--- config.mk ---
export PLATFORM = sky130hd
export DESIGN_NAME = calendar_date_counter
export DESIGN_NICKNAME = d
export VERILOG_FILES = /design/src/rtl/cdc_pkg.sv /design/src/rtl/calendar_date_counter.sv /design/src/rtl/cdc_step.sv
export SDC_FILE = /design/constraint.sdc
export NUM_CORES = 1
export LEC_CHECK = 0
export BUFFER_PORTS_ARGS = -buffer_cell sky130_fd_sc_hd__buf_4
export CORE_MARGIN = 2
export CORE_UTILIZATION = 62
export DETAILED_ROUTE_END_ITERATION = 8
export MAX_ROUTING_LAYER = met4
export PLACE_DENSITY_LB_ADDON = 0.12
export RECOVER_POWER = 100
export SETUP_SLACK_MARGIN = 0.3
export SLEW_MARGIN = 0
export SYNTH_ARGS = -nofsm -noshare
export SYNTH_HDL_FRONTEND = slang
export SYNTH_SLANG_ARGS = --single-unit
export TNS_END_PERCENT = 5
--- constraint.sdc ---
create_clock -name clk -period 10.55 [get_ports clk]
set_clock_uncertainty 0.05 [all_clocks]
set_input_delay 1.055 -clock clk [delete_from_list [all_inputs] [get_ports clk]]
set_output_delay 1.055 -clock clk [all_outputs]
set_load 0.01 [all_outputs]
--- src/rtl/cdc_pkg.sv ---
// ----------------------------------------------------------------------------
// cdc_pkg
// Types, request codes and calendar helper functions for the date counter.
// ----------------------------------------------------------------------------
package cdc_pkg;

	localparam int YEAR_BITS = 16;

	typedef enum logic [2:0] {
		REQ_LOAD      = 3'd0,
		REQ_SET_DAY   = 3'd1,
		REQ_SET_MONTH = 3'd2,
		REQ_SET_YEAR  = 3'd3,
		REQ_NEXT_DAY  = 3'd4,
		REQ_PREV_DAY  = 3'd5,
		REQ_COMPARE   = 3'd6
	} req_code_t;

	typedef struct packed {
		req_code_t             req_type;
		logic [4:0]            in_day;
		logic [3:0]            in_month;
		logic [YEAR_BITS-1:0]  in_year;
	} cdc_req_t;

	typedef struct packed {
		logic [4:0]            cur_day;
		logic [3:0]            cur_month;
		logic [YEAR_BITS-1:0]  cur_year;
		logic                  accepted;
		logic                  stored_less;
		logic                  stored_equal;
		logic                  stored_greater;
		logic                  gregorian_leap;
	} cdc_rsp_t;

	typedef struct packed {
		logic [4:0]            day;
		logic [3:0]            month;
		logic [YEAR_BITS-1:0]  year;
	} cdc_date_t;

	typedef struct packed {
		logic accepted;
		logic less;
		logic equal;
		logic greater;
	} cdc_flags_t;

	localparam cdc_date_t DATE_RESET = '{day: 5'd1, month: 4'd1, year: YEAR_BITS'(1)};

	localparam logic [4:0] MONTH_LEN [12] = '{
		5'd31, 5'd28, 5'd31, 5'd30, 5'd31, 5'd30,
		5'd31, 5'd31, 5'd30, 5'd31, 5'd30, 5'd31
	};

	// inverse of an odd value modulo 2**YEAR_BITS (Newton iteration)
	function automatic logic [YEAR_BITS-1:0] inv_odd(input logic [YEAR_BITS-1:0] a);
		logic [YEAR_BITS-1:0] x;
		x = a;
		for (int i = 0; i < 5; i++) begin
			x = x * (YEAR_BITS'(2) - a * x);
		end
		return x;
	endfunction

	localparam logic [YEAR_BITS-1:0] INV25 = inv_odd(YEAR_BITS'(25));
	localparam logic [YEAR_BITS-1:0] DIV25_LIMIT =
		YEAR_BITS'(((64'd1 << YEAR_BITS) - 64'd1) / 64'd25);

	// 0 for a month outside 1..12; February leap when year mod 4 is 0
	function automatic logic [4:0] days_in(input logic [3:0] m,
			input logic [YEAR_BITS-1:0] y);
		logic [4:0] n;
		n = 5'd0;
		if (m >= 4'd1 && m <= 4'd12) begin
			n = MONTH_LEN[m - 4'd1];
			if (m == 4'd2 && y[1:0] == 2'b00) begin
				n = n + 5'd1;
			end
		end
		return n;
	endfunction

	// 4/100/400 rule; divisibility by 25 via multiply by inverse
	function automatic logic greg_leap(input logic [YEAR_BITS-1:0] y);
		logic [YEAR_BITS-1:0] prod;
		logic                 div25;
		prod  = y * INV25;
		div25 = (prod <= DIV25_LIMIT);
		return (div25 && y[3:0] == 4'd0) || (!div25 && y[1:0] == 2'b00);
	endfunction

endpackage

--- src/rtl/calendar_date_counter.sv ---
// ----------------------------------------------------------------------------
// calendar_date_counter
// Day/month/year register with load, set, step and compare requests.
// ----------------------------------------------------------------------------
// Usage:
//   req channel (req_valid/req_ready/req) carries one request per transfer:
//   load, set day/month/year, next day, previous day or compare.
//   rsp channel (rsp_valid/rsp_ready/rsp) returns exactly one response per
//   request, in order: stored date after the request, accepted flag,
//   compare flags and the 4/100/400 leap flag of the stored year.
//   The request lands in the input register at its accepting edge; the
//   date update, response register and rsp_valid load as it moves on,
//   which a held response with rsp_ready low can delay. Throughput is
//   one request per cycle while rsp_ready is high; the stored date feeds
//   back into the next request with no bubble.
//   When rsp_ready is low, the held response stays put and one more request
//   can sit in the input register; req_ready drops once both are full.
//   Reset (arst_n low) sets the date to 1/1/1 and empties both stages.
// ----------------------------------------------------------------------------
module calendar_date_counter (
	input  logic              clk,
	input  logic              arst_n,
	input  logic              req_valid,
	output logic              req_ready,
	input  cdc_pkg::cdc_req_t req,
	output logic              rsp_valid,
	input  logic              rsp_ready,
	output cdc_pkg::cdc_rsp_t rsp
);
	import cdc_pkg::*;

	cdc_req_t   req_s1;
	logic       valid_s1;
	cdc_date_t  date_q;
	cdc_date_t  date_nxt;
	cdc_flags_t flags_nxt;
	cdc_date_t  res_date_s2;
	cdc_flags_t res_flags_s2;
	logic       valid_s2;
	logic       advance;

	assign advance   = valid_s1 && (!valid_s2 || rsp_ready);
	assign req_ready = !valid_s1 || advance;

	cdc_step u_step (
		.req   (req_s1),
		.cur   (date_q),
		.nxt   (date_nxt),
		.flags (flags_nxt)
	);

	always_ff @(posedge clk or negedge arst_n) begin
		if (!arst_n) begin
			valid_s1 <= 1'b0;
			valid_s2 <= 1'b0;
			date_q   <= DATE_RESET;
		end else begin
			if (req_ready) begin
				valid_s1 <= req_valid;
			end
			if (advance) begin
				valid_s2 <= 1'b1;
				date_q   <= date_nxt;
			end else if (rsp_ready) begin
				valid_s2 <= 1'b0;
			end
		end
	end

	always_ff @(posedge clk) begin
		if (req_ready && req_valid) begin
			req_s1 <= req;
		end
		if (advance) begin
			res_date_s2  <= date_nxt;
			res_flags_s2 <= flags_nxt;
		end
	end

	assign rsp_valid = valid_s2;
	assign rsp = '{
		cur_day:        res_date_s2.day,
		cur_month:      res_date_s2.month,
		cur_year:       res_date_s2.year,
		accepted:       res_flags_s2.accepted,
		stored_less:    res_flags_s2.less,
		stored_equal:   res_flags_s2.equal,
		stored_greater: res_flags_s2.greater,
		gregorian_leap: greg_leap(res_date_s2.year)
	};

	a_cmp_onehot: assert property (@(posedge clk) disable iff (!arst_n)
		rsp_valid |-> $onehot0({rsp.stored_less, rsp.stored_equal, rsp.stored_greater}))
		else $error("compare flags not exclusive");

	a_acc_vs_cmp: assert property (@(posedge clk) disable iff (!arst_n)
		rsp_valid && rsp.accepted |-> !(rsp.stored_less || rsp.stored_equal ||
			rsp.stored_greater))
		else $error("accepted set together with compare flag");

	a_date_sane: assert property (@(posedge clk) disable iff (!arst_n)
		date_q.month >= 4'd1 && date_q.month <= 4'd12 && date_q.day != 5'd0)
		else $error("stored date out of range");

	a_fill: assert property (@(posedge clk) disable iff (!arst_n)
		req_valid && req_ready |=> valid_s1)
		else $error("accepted request lost from input stage");

endmodule

--- src/rtl/cdc_step.sv ---
// ----------------------------------------------------------------------------
// cdc_step
// Next-state and flag logic for one request against the stored date.
// ----------------------------------------------------------------------------
module cdc_step (
	input  cdc_pkg::cdc_req_t   req,
	input  cdc_pkg::cdc_date_t  cur,
	output cdc_pkg::cdc_date_t  nxt,
	output cdc_pkg::cdc_flags_t flags
);
	import cdc_pkg::*;

	logic [4:0]           day_lim;
	logic [4:0]           load_lim;
	logic [3:0]           prev_month;
	logic [YEAR_BITS-1:0] prev_year;
	logic [YEAR_BITS+8:0] key_cur;
	logic [YEAR_BITS+8:0] key_req;

	assign day_lim  = days_in(cur.month, cur.year);
	assign load_lim = days_in(req.in_month, req.in_year);
	assign key_cur  = {cur.year, cur.month, cur.day};
	assign key_req  = {req.in_year, req.in_month, req.in_day};

	always_comb begin
		if (cur.month <= 4'd1) begin
			prev_month = 4'd12;
			prev_year  = cur.year - YEAR_BITS'(1);
		end else begin
			prev_month = cur.month - 4'd1;
			prev_year  = cur.year;
		end
	end

	always_comb begin
		nxt   = cur;
		flags = '0;
		unique case (req.req_type)
			REQ_LOAD: begin
				if (req.in_year != '0 && req.in_day != 5'd0 && req.in_day <= load_lim) begin
					nxt.day        = req.in_day;
					nxt.month      = req.in_month;
					nxt.year       = req.in_year;
					flags.accepted = 1'b1;
				end else begin
					nxt = DATE_RESET;
				end
			end
			REQ_SET_DAY: begin
				if (req.in_day != 5'd0 && req.in_day <= day_lim) begin
					nxt.day        = req.in_day;
					flags.accepted = 1'b1;
				end
			end
			REQ_SET_MONTH: begin
				if (req.in_month >= 4'd1 && req.in_month <= 4'd12) begin
					nxt.month      = req.in_month;
					flags.accepted = 1'b1;
				end
			end
			REQ_SET_YEAR: begin
				if (req.in_year != '0) begin
					nxt.year       = req.in_year;
					flags.accepted = 1'b1;
				end
			end
			REQ_NEXT_DAY: begin
				if ({1'b0, cur.day} + 6'd1 > {1'b0, day_lim}) begin
					nxt.day = 5'd1;
					if (cur.month >= 4'd12) begin
						nxt.month = 4'd1;
						nxt.year  = cur.year + YEAR_BITS'(1);
					end else begin
						nxt.month = cur.month + 4'd1;
					end
				end else begin
					nxt.day = cur.day + 5'd1;
				end
			end
			REQ_PREV_DAY: begin
				if (cur.day <= 5'd1) begin
					nxt.month = prev_month;
					nxt.year  = prev_year;
					nxt.day   = days_in(prev_month, prev_year);
				end else begin
					nxt.day = cur.day - 5'd1;
				end
			end
			REQ_COMPARE: begin
				flags.less    = (key_cur < key_req);
				flags.equal   = (key_cur == key_req);
				flags.greater = (key_cur > key_req);
			end
			default: begin
			end
		endcase
	end

endmodule

==> out/results.tsv, run 1 <==
stage	metric	value	unit
worst_setup_path	startpoint_type	flop	
cells_and_area	finalNetCount	1090	
hold_path	hold_class	flop to flop	
power_and_ir_drop	leakage	3.92	nW
worst_setup_path	end_kind	flop	
power_and_ir_drop	p_per_area	251	mW/mm²
clock_tree	cts_setup_buffers	0	
cells_and_area	layout_common_cells	ha_1, inv_1, a21oi_1	
cells_and_area	diodes	0	
synth	synth.area.top_cells	edfxtp_1, ha_1, dfrtp_1, fa_1, a21oi_1	
placement	dpl.cell_count	1085	
synth	synth_top_cell_area_share	0.214	
synth	synth_edf_count	57	
drt	vias_per_cell	6.59	
worst_setup_path	path_max_fanout	15	
drt	vias	7256	
placement	dp_slack	4900	ps
drt	drt_wl_total	23200	µm
worst_setup_path	startpoint	date_q[16]	
worst_setup_path	cp_slowest_stage_delay	800	ps
timing	setup_tns	0	ps
status	violations	max-capacitance violations, max-slew violations	
global_route	grt_overflow	0	
global_route	use_met2	0.578	
synth	postSynthNetCount	1051	
flow_run	maxCapViolations	2	
clock_tree	cts-resized-gates	0	
cells_and_area	fin_area	0.00875	mm²
cells_and_area	area_growth_syn_to_layout	9.23	%
global_route	antenna_found_initial	0	
synth	synth_seq_area_share	0.298	
timing	fin_hold_ws	472	ps
status	status	finished with violations	
die	die_area	0.0138	mm²
worst_setup_path	critPathRequiredTime	10620	ps
timing	rsz0062_at_grt	no	
placement	io_buffers	63	
synth	ys_ff_latch	84	
drt	detail-route-antenna-nets	0	
cells_and_area	drive_above_1_share	0.0635	
global_route	grt_max_degree	29	
global_route	use_met1	0.432	
die	io_pins	64	
hold_path	min_to	rsp_valid	
clock_tree	clockBufferDepth	2	
worst_setup_path	crit_chain	inv_1, ha_1, xnor2_1, nand2b_1, a21oi_1, a31oi_1, ha_1, inv_1, o21ai_0, ha_1, o21ai_0, a21oi_1, o31ai_2, clkbuf_1, and2_0, o21ai_0, and3_1, o22ai_1	
timing	setup_viol	0	
timing	slew_violations	57	
drt	drt_iter0_drc	868	
synth	syn_area	0.00801	mm²
synth	ys.flop_type	edfxtp_1	
worst_setup_path	cpMaxStageDelayCell	dfstp_1	
clock_tree	cts_tree	built	
worst_setup_path	r2r_start	date_q[16]	
synth	synth.distinct_cells	75	
hold_path	min_from	valid_s1	
hold_path	hold_depth	1	
timing	hold_viol_final	0	
synth	syn_avg_cell_area	9.05	µm²
drt	drc	0	
timing	clock.fmax	157	MHz
die	rows	41	
power_and_ir_drop	p_total	2.20	mW
die	start_util	0.635	
worst_setup_path	r2r_end	rsp[6]	
cells_and_area	postLayoutCoreUtil	0.693	
synth	yosysTopAreaCell	edfxtp_1	
timing	finalCritPeriodShare	0.605	
timing	post-route-min-period	6380	ps
worst_setup_path	reg2regPathDepth	18	
global_route	grt_use_met3	0.0528	
worst_setup_path	crit_type	flop to flop	
worst_setup_path	cp_data_arrival_time	6450	ps
worst_setup_path	r2r_slack	4170	ps
clock_tree	cts_hold_buf	0	
die	die_x	118	µm
clock_tree	numCtsBuffers	9	
clock_tree	cts_root_buffer	clkbuf_16	
synth	ys_warn_count	0	
timing	setup_ws	4170	ps
clock_tree	clk_latency	360	ps
clock_tree	clkTransAtPathRegs	70	ps
clock_tree	htreeDepth	3	
drt	wl_per_cell	21.1	µm
global_route	busiest_layer	met2	
die	die_h	118	µm
cells_and_area	layout_commonest_cell	ha_1	
clock_tree	cts.sinks	84	
placement	dp.final_hpwl	17800	µm
power_and_ir_drop	ir_drop	0.149	mV
placement	detailed_place.area	0.00858	mm²
cells_and_area	instances_no_fill	1101	
synth	async_flop_share	0.321	
timing	max_slew.worst_pin.slew	1820	ps
synth	postSynthCellCount	885	
drt	drt_pass1_iterations	6	
global_route	grt_pass1_vias	7093	
timing	relSlewSlack	-0.212	
die	core_area	0.0126	mm²
placement	gp_congestion	0.976	
global_route	grt_pass1_wl	37200	µm
global_route	grt_usage	0.350	
cells_and_area	nFillCells	1012	
-- state kept, by name (all words and copies together), names as in the netlist --
name and count:
date_q 25, req_s1 28, rsp 29, rsp_valid 1, valid_s1 1
-- area by class of cell --
| cell class | instances | area (µm²) | share of cell area |
|---|---|---|---|
| tap | 172 | 215 | 0.0246 |
| timing repair buffer | 68 | 364 | 0.0416 |
| multi-input combinational | 673 | 5130 | 0.587 |
| clock buffer | 9 | 225 | 0.0257 |
| clock inverter | 7 | 90.1 | 0.0103 |
| sequential | 84 | 2390 | 0.273 |
| inverter | 88 | 330 | 0.0377 |
-- report_power, final --
group,switching [mW],internal (mW),leakage (nW)
sequential,0.119,0.421,0.880
combinational,0.756,0.561,2.88
clock,0.133,0.206,0.153
-- kinds of logic (layout without fill, tap and decap cells) --
| kind of cell | count (synthesis) | in the layout | synth area share |
|---|---|---|---|
| AO/OA/AOI/OAI | 252 | 252 | 0.211 |
| XOR/XNOR | 31 | 31 | 0.0339 |
| adder cells (fa/ha/maj) | 134 | 134 | 0.226 |
| buffers and inverters | 128 | 172 | 0.0612 |
| flip-flops | 84 | 84 | 0.298 |
| multiplexers | 5 | 5 | 0.00625 |
| AND/OR/NAND/NOR | 251 | 251 | 0.164 |
-- per-layer routing --
layer / wire [µm] / vias up
met3: 1700 / 75
met1: 9430 / 3478
met4: 924 / 0
met2: 11200 / 354
li1: - / 3349
met5: 0 / -
-- Yosys cell counts, types with 4 or more instances --
library cell,instances
and4_1,5
o22a_1,4
nor2_1,54
and3_1,15
nor2b_1,8
fa_1,18
a211oi_1,7
nand4_1,14
nor4_1,10
o31ai_1,8
nor3_1,18
a22o_1,5
o21a_1,9
edfxtp_1,57
a31oi_1,15
inv_1,85
xnor2_1,20
or4_1,9
nand3_1,28
o21ai_0,34
o22ai_1,7
nand2_1,50
o211ai_1,7
ha_1,116
and2_1,6
a21oi_1,64
o31a_1,4
a21o_1,21
nand2b_1,10
clkbuf_1,35
mux2i_1,5
a22oi_1,5
nand3b_1,4
xor2_1,11
o21ai_1,18
dfrtp_1,24
a41oi_1,4
-- how the worst max path moves through the flow --
stage / to / slack (ps) / cells past startpoint
after floorplan: rsp[0] / 5390 / 15
after global placement: rsp[0] / 5130 / 16
after detailed placement: date_q[13] / 4900 / 18
after CTS: rsp[0] / 4500 / 16
after global routing: date_q[13] / 3840 / 18
final: rsp[6] / 4170 / 18
-- worst max-delay path: cells and delay by family, from the launching register on --
kind            cells  cell delay (ps)
compound gates      8             1970
fa+ha+maj           3             1070
buf+inv             3              910
simple gates        3              890
flops               1              800
xor+xnor            1              430
Power figures use the tool's default switching activity.
==> run 2: changes to the inputs <==
==> constraint.sdc (replaced) <==
create_clock -name clk -period 6.6 [get_ports clk]
set_clock_uncertainty 0.05 [all_clocks]
set_input_delay 0.66 -clock clk [delete_from_list [all_inputs] [get_ports clk]]
set_output_delay 0.66 -clock clk [all_outputs]
set_load 0.01 [all_outputs]
==> out/results.tsv, run 2 (synthesized netlist as in run 1, its figures left out) <==
stage	metric	value	unit	change
status	status	finished with violations		unchanged
status	violations	max-capacitance violations, max-slew violations		unchanged
cells_and_area	largest_reg_flops	29		unchanged
worst_setup_path	crit_type	flop to flop		unchanged
power_and_ir_drop	p_total	3.57	mW	was 2.20 mW
timing	setup_viol	0		unchanged
drt	wl_per_cell	21.2	µm	was 21.1 µm
placement	io_buffers	63		unchanged
clock_tree	cts_setup_buffers	0		unchanged
timing	post-route-min-period	5850	ps	was 6380 ps
clock_tree	htreeDepth	3		unchanged
die	rows	41		unchanged
power_and_ir_drop	leakage	3.93	nW	was 3.92 nW
cells_and_area	nFillCells	1041		was 1,012
power_and_ir_drop	p_sw_frac	0.455		was 0.459
placement	gp_congestion	1.04		was 0.976
worst_setup_path	startpoint_type	flop		unchanged
timing	max_slew.worst_pin.slew	1840	ps	was 1820 ps
cells_and_area	drive_above_1_share	0.0646		was 0.0635
drt	drt_pass1_iterations	6		unchanged
worst_setup_path	critPathRequiredTime	6820	ps	was 10,620 ps
drt	drc	0		unchanged
placement	dp.final_hpwl	17900	µm	was 17,800 µm
power_and_ir_drop	ir_drop	0.271	mV	was 0.149 mV
global_route	antenna_found_initial	0		unchanged
die	die_x	118	µm	unchanged
die	die_area	0.0138	mm²	unchanged
clock_tree	numCtsBuffers	9		unchanged
timing	hold_viol_final	0		unchanged
clock_tree	cts-resized-gates	0		unchanged
cells_and_area	diodes	0		unchanged
power_and_ir_drop	p_int	1.95	mW	was 1.19 mW
placement	detailed_place.area	0.00858	mm²	about the same
global_route	grt_overflow	0		unchanged
power_and_ir_drop	power_switching	1.63	mW	was 1.01 mW
timing	relSlewSlack	-0.228		was -0.212
hold_path	hold_class	flop to flop		unchanged
clock_tree	cts_hold_buf	0		unchanged
cells_and_area	area_growth_syn_to_layout	9.62	%	was 9.23%
placement	dpl.cell_count	1085		unchanged
worst_setup_path	cp_data_arrival_time	6070	ps	was 6450 ps
cells_and_area	layout_commonest_cell	ha_1		unchanged
worst_setup_path	end_kind	flop		unchanged
die	io_pins	64		unchanged
die	start_util	0.635		unchanged
power_and_ir_drop	pwr-share-comb	0.591		was 0.600
cells_and_area	instances_no_fill	1101		unchanged
cells_and_area	fin_area	0.00878	mm²	was 0.00875 mm²
die	core_area	0.0126	mm²	unchanged
global_route	grt_pass1_wl	37400	µm	was 37,200 µm
drt	vias	7283		was 7,256
global_route	grt_pass1_vias	7105		was 7,093
flow_run	maxCapViolations	3		was 2
timing	finalCritPeriodShare	0.886		was 0.605
clock_tree	cts_root_buffer	clkbuf_16		unchanged
drt	drt_wl_total	23300	µm	was 23,200 µm
power_and_ir_drop	p_per_area	407	mW/mm²	was 251 mW/mm²
clock_tree	cts_tree	built		unchanged
drt	detail-route-antenna-nets	0		unchanged
cells_and_area	finalNetCount	1090		unchanged
global_route	grt_max_degree	30		was 29
power_and_ir_drop	pwr-share-clk	0.167		was 0.155
clock_tree	cts.sinks	84		unchanged
timing	rsz0062_at_grt	no		unchanged
power_and_ir_drop	power_frac_seq	0.242		was 0.246
global_route	grt_usage	0.352		was 0.350
cells_and_area	seq_area	0.00239	mm²	unchanged
clock_tree	clk_latency	350	ps	was 360 ps
timing	clock.fmax	171	MHz	was 157 MHz
clock_tree	clockBufferDepth	2		unchanged
die	die_h	118	µm	unchanged
worst_setup_path	path_max_fanout	15		unchanged
cells_and_area	multi_input_area	0.00513	mm²	about the same
cells_and_area	layout_common_cells	ha_1, inv_1, a21oi_1		unchanged
timing	slew_violations	87		was 57
drt	drt_iter0_drc	897		was 868
clock_tree	clkTransAtPathRegs	70	ps	about the same
cells_and_area	postLayoutCoreUtil	0.696		was 0.693
drt	vias_per_cell	6.61		was 6.59
timing	setup_tns	0	ps	unchanged
run 2: power groups by stage:
stage | sequential [mW] | combinational, mW | clock, mW
6_report | 0.866 | 2.11 | 0.596
3_5_place_dp | 0.869 | 2.11 | 0
2_1_floorplan | 0.765 | 1.62 | 0
5_1_grt | 0.884 | 2.39 | 0.625
4_1_cts | 0.859 | 2.13 | 0.603
3_3_place_gp | 0.867 | 2.00 | 0
run 2: final timing paths:
path,slack [ps],cells after the start,startpoint,to
worst max-delay path,750,17,date_q[16],date_q[13]
worst min-delay path,450,1,valid_s1,rsp_valid
worst max register to register,750,17,date_q[16],date_q[13]
worst min register to register,450,1,valid_s1,rsp_valid
max in group asynchronous,4680,1,arst_n,date_q[24]
min in group asynchronous,760,1,arst_n,date_q[15]
run 2: per-stage QoR:
stage | setup slack, ps | hold WS, ps
finish | 751 | 452
global route | 398 | 444
CTS | 813 | 200
detailed placement | 1190 | 428
global placement | 1290 | 418
floorplan | 1840 | 314
run 2: cell type report:
cell class | instances | area share
clock buffer | 9 | 0.0256
clock inverter | 7 | 0.0140
inverter | 88 | 0.0376
multi-input combinational | 673 | 0.584
sequential | 84 | 0.272
tap | 172 | 0.0245
timing repair buffer | 68 | 0.0419
run 2: routing by layer:
layer,part of all wire,wire length (µm),GRT usage,up-vias
met5,0,0,-,-
met4,0.044,1030,0.159,0
met3,0.078,1810,0.0596,90
met2,0.49,11500,0.586,360
met1,0.39,8980,0.418,3479
li1,-,-,-,3354
run 2: critical path, cell delays in order (launching register included):
cell,delay (ps)
dfstp_1,740
inv_1,310
ha_1,470
xnor2_1,370
nand2b_1,160
a21oi_1,60
a31oi_1,250
ha_1,190
inv_1,30
o21ai_0,700
ha_1,380
and4_1,180
a21oi_1,140
o31ai_1,140
a21oi_1,760
nand3_1,210
or4_1,500
nand4_1,110
==> run 3: changes to the inputs <==
--- a/config.mk
+++ b/config.mk
@@ -11,7 +11,7 @@
 export DETAILED_ROUTE_END_ITERATION = 8
 export MAX_ROUTING_LAYER = met4
 export PLACE_DENSITY_LB_ADDON = 0.12
-export RECOVER_POWER = 100
+export RECOVER_POWER = 50
 export SETUP_SLACK_MARGIN = 0.3
 export SLEW_MARGIN = 0
 export SYNTH_ARGS = -nofsm -noshare
==> out/results.tsv, run 3 (synthesized netlist as in run 1, its figures left out) <==
stage	metric	value	unit	change
status	status	finished with violations		unchanged
status	violations	max-capacitance violations, max-slew violations		unchanged
placement	io_buffers	63		unchanged
worst_setup_path	cp_top_family	adder cells		was compound AO/OA/AOI/OAI gates
cells_and_area	nFillCells	1021		was 1,041
worst_setup_path	reg2regPathDepth	17		unchanged
worst_setup_path	crit_chain	ha_1, ha_1, inv_1, fa_1, fa_1, fa_1, inv_1, ha_1, xnor2_1, xnor2_1, xnor2_1, xnor2_1, a21boi_0, o31ai_1, a31oi_1, buf_4		was inv_1, ha_1, xnor2_1, nand2b_1, a21oi_1, a31oi_1, ha_1, inv_1, o21ai_0, ha_1, and4_1, a21oi_1, o31ai_1, a21oi_1, nand3_1, or4_1, nand4_1
worst_setup_path	r2r_slack	1030	ps	was 750 ps
worst_setup_path	end_kind	primary output		was flop
die	io_pins	64		unchanged
clock_tree	cts_tree	built		unchanged
global_route	grt_pass1_vias	7105		unchanged
timing	post-route-min-period	5770	ps	was 5850 ps
power_and_ir_drop	pwr-share-clk	0.166		was 0.167
clock_tree	numCtsBuffers	9		unchanged
cells_and_area	layout_commonest_cell	ha_1		unchanged
worst_setup_path	r2r_start	date_q[16]		unchanged
power_and_ir_drop	power_frac_seq	0.242		about the same
hold_path	min_to	rsp_valid		unchanged
cells_and_area	largest_reg_flops	29		unchanged
clock_tree	clockBufferDepth	2		unchanged
power_and_ir_drop	ir_drop	0.272	mV	was 0.271 mV
timing	setup_tns	0	ps	unchanged
power_and_ir_drop	p_sw_frac	0.454		was 0.455
drt	detail-route-antenna-nets	0		unchanged
global_route	grt_max_degree	30		unchanged
hold_path	hold_depth	1		unchanged
clock_tree	cts_hold_buf	0		unchanged
global_route	grt_pass1_wl	37400	µm	unchanged
cells_and_area	finalNetCount	1090		unchanged
timing	relSlewSlack	-0.222		was -0.228
worst_setup_path	cpMaxStageDelayCell	edfxtp_1		was a21oi_1
clock_tree	clkTransAtPathRegs	70	ps	about the same
drt	vias	7282		was 7,283
die	die_h	118	µm	unchanged
cells_and_area	area_growth_syn_to_layout	10.5	%	was 9.62%
drt	vias_per_cell	6.61		about the same
global_route	antenna_found_initial	0		unchanged
worst_setup_path	r2r_end	date_q[13]		unchanged
power_and_ir_drop	pwr-share-comb	0.592		was 0.591
timing	rsz0062_at_grt	no		unchanged
worst_setup_path	startpoint_type	flop		unchanged
clock_tree	htreeDepth	3		unchanged
placement	dp.final_hpwl	17900	µm	unchanged
worst_setup_path	path_max_fanout	8		was 15
clock_tree	clk_latency	350	ps	about the same
global_route	grt_overflow	0		unchanged
hold_path	min_from	valid_s1		unchanged
worst_setup_path	cp_data_arrival_time	5060	ps	was 6070 ps
power_and_ir_drop	p_per_area	406	mW/mm²	was 407 mW/mm²
drt	wl_per_cell	21.2	µm	about the same
power_and_ir_drop	p_int	1.96	mW	was 1.95 mW
worst_setup_path	crit_top_cell	xnor2_1		
worst_setup_path	cp_slowest_stage_delay	590	ps	was 760 ps
clock_tree	cts-resized-gates	0		unchanged
cells_and_area	layout_common_cells	ha_1, inv_1, a21oi_1		unchanged
cells_and_area	drive_above_1_share	0.0872		was 0.0646
drt	drt_iter0_drc	816		was 897
cells_and_area	postLayoutCoreUtil	0.702		was 0.696
worst_setup_path	critPathRequiredTime	5890	ps	was 6820 ps
die	rows	41		unchanged
flow_run	maxCapViolations	2		was 3
clock_tree	cts.sinks	84		unchanged
die	core_area	0.0126	mm²	unchanged
timing	setup_viol	0		unchanged
timing	clock.fmax	173	MHz	was 171 MHz
timing	finalCritPeriodShare	0.875		was 0.886
power_and_ir_drop	leakage	4.00	nW	was 3.93 nW
clock_tree	cts_root_buffer	clkbuf_16		unchanged
worst_setup_path	cp_num_buf_inv	3		was 2
drt	drt_pass1_iterations	6		unchanged
die	die_x	118	µm	unchanged
drt	drc	0		unchanged
cells_and_area	diodes	0		unchanged
placement	gp_congestion	1.04		unchanged
die	die_area	0.0138	mm²	unchanged
power_and_ir_drop	power_switching	1.63	mW	about the same
global_route	grt_usage	0.352		unchanged
clock_tree	cts_setup_buffers	0		unchanged
timing	max_slew.worst_pin.slew	1830	ps	was 1840 ps
timing	slew_violations	57		was 87
hold_path	hold_class	flop to flop		unchanged
drt	drt_wl_total	23300	µm	about the same
timing	hold_viol_final	0		unchanged
worst_setup_path	crit_type	flop to primary output		was flop to flop
die	start_util	0.635		unchanged
-- run 3: cell types whose count changed in the layout (fill, tap and decap cells not counted), sizes merged --
cell,delta
buf,+19
clkbuf,-19
-- run 3: worst max-delay path by stage --
stage,end,cells after the start,startpoint
after floorplan,rsp[0],15,rsp[5]
after global placement,rsp[0],16,rsp[5]
after detailed placement,rsp[0],16,rsp[5]
after CTS,rsp[0],16,rsp[5]
after global routing,rsp[0],16,rsp[5]
final,rsp[0],16,rsp[5]
-- run 3: per-stage QoR --
step	hold WS, ps	setup slack, ps	power [mW]	std cells	instance area, µm²
CTS	200	813	3.59	1101	8920
finish	446	828	3.59	1101	8850
global placement	418	1290	2.87	1085	8580
global route	444	642	3.91	1101	8850
detailed placement	428	1190	2.98	1085	8580
floorplan	314	1840	2.39	885	8010
-- run 3: cell type report --
| cell class | instances | area, µm² | area share |
|---|---|---|---|
| sequential | 84 | 2390 | 0.270 |
| tap | 172 | 215 | 0.0243 |
| clock inverter | 7 | 123 | 0.0138 |
| multi-input combinational | 673 | 5130 | 0.579 |
| inverter | 88 | 330 | 0.0373 |
| timing repair buffer | 68 | 439 | 0.0496 |
| clock buffer | 9 | 225 | 0.0254 |
-- run 3: power by group through the flow --
stage          Sequential [mW]  Clock, mW  Combinational (mW)
3_3_place_gp             0.867          0                2.00
4_1_cts                  0.859      0.603                2.13
3_5_place_dp             0.869          0                2.11
5_1_grt                  0.884      0.625                2.40
6_report                 0.868      0.596                2.13
2_1_floorplan            0.765          0                1.62
-- run 3: metal layers --
metal	share of wire	GRT usage	vias up
li1	-	-	3347
met1	0.39	0.418	3471
met4	0.041	0.159	0
met2	0.49	0.586	382
met5	0	-	-
met3	0.082	0.0596	82
-- run 3: worst reg2reg max path, cell delays in order, from the launching register on --
cell and delay [ps]:
dfstp_2 660, inv_2 160, ha_1 420, xnor2_1 390, nand2b_1 170, a21oi_1 60
a31oi_1 240, ha_1 190, inv_1 30, o21ai_0 690, ha_1 380, and4_1 180
a21oi_1 140, o31ai_1 140, a21oi_1 760, nand3_1 220, or4_1 500, nand4_1 110
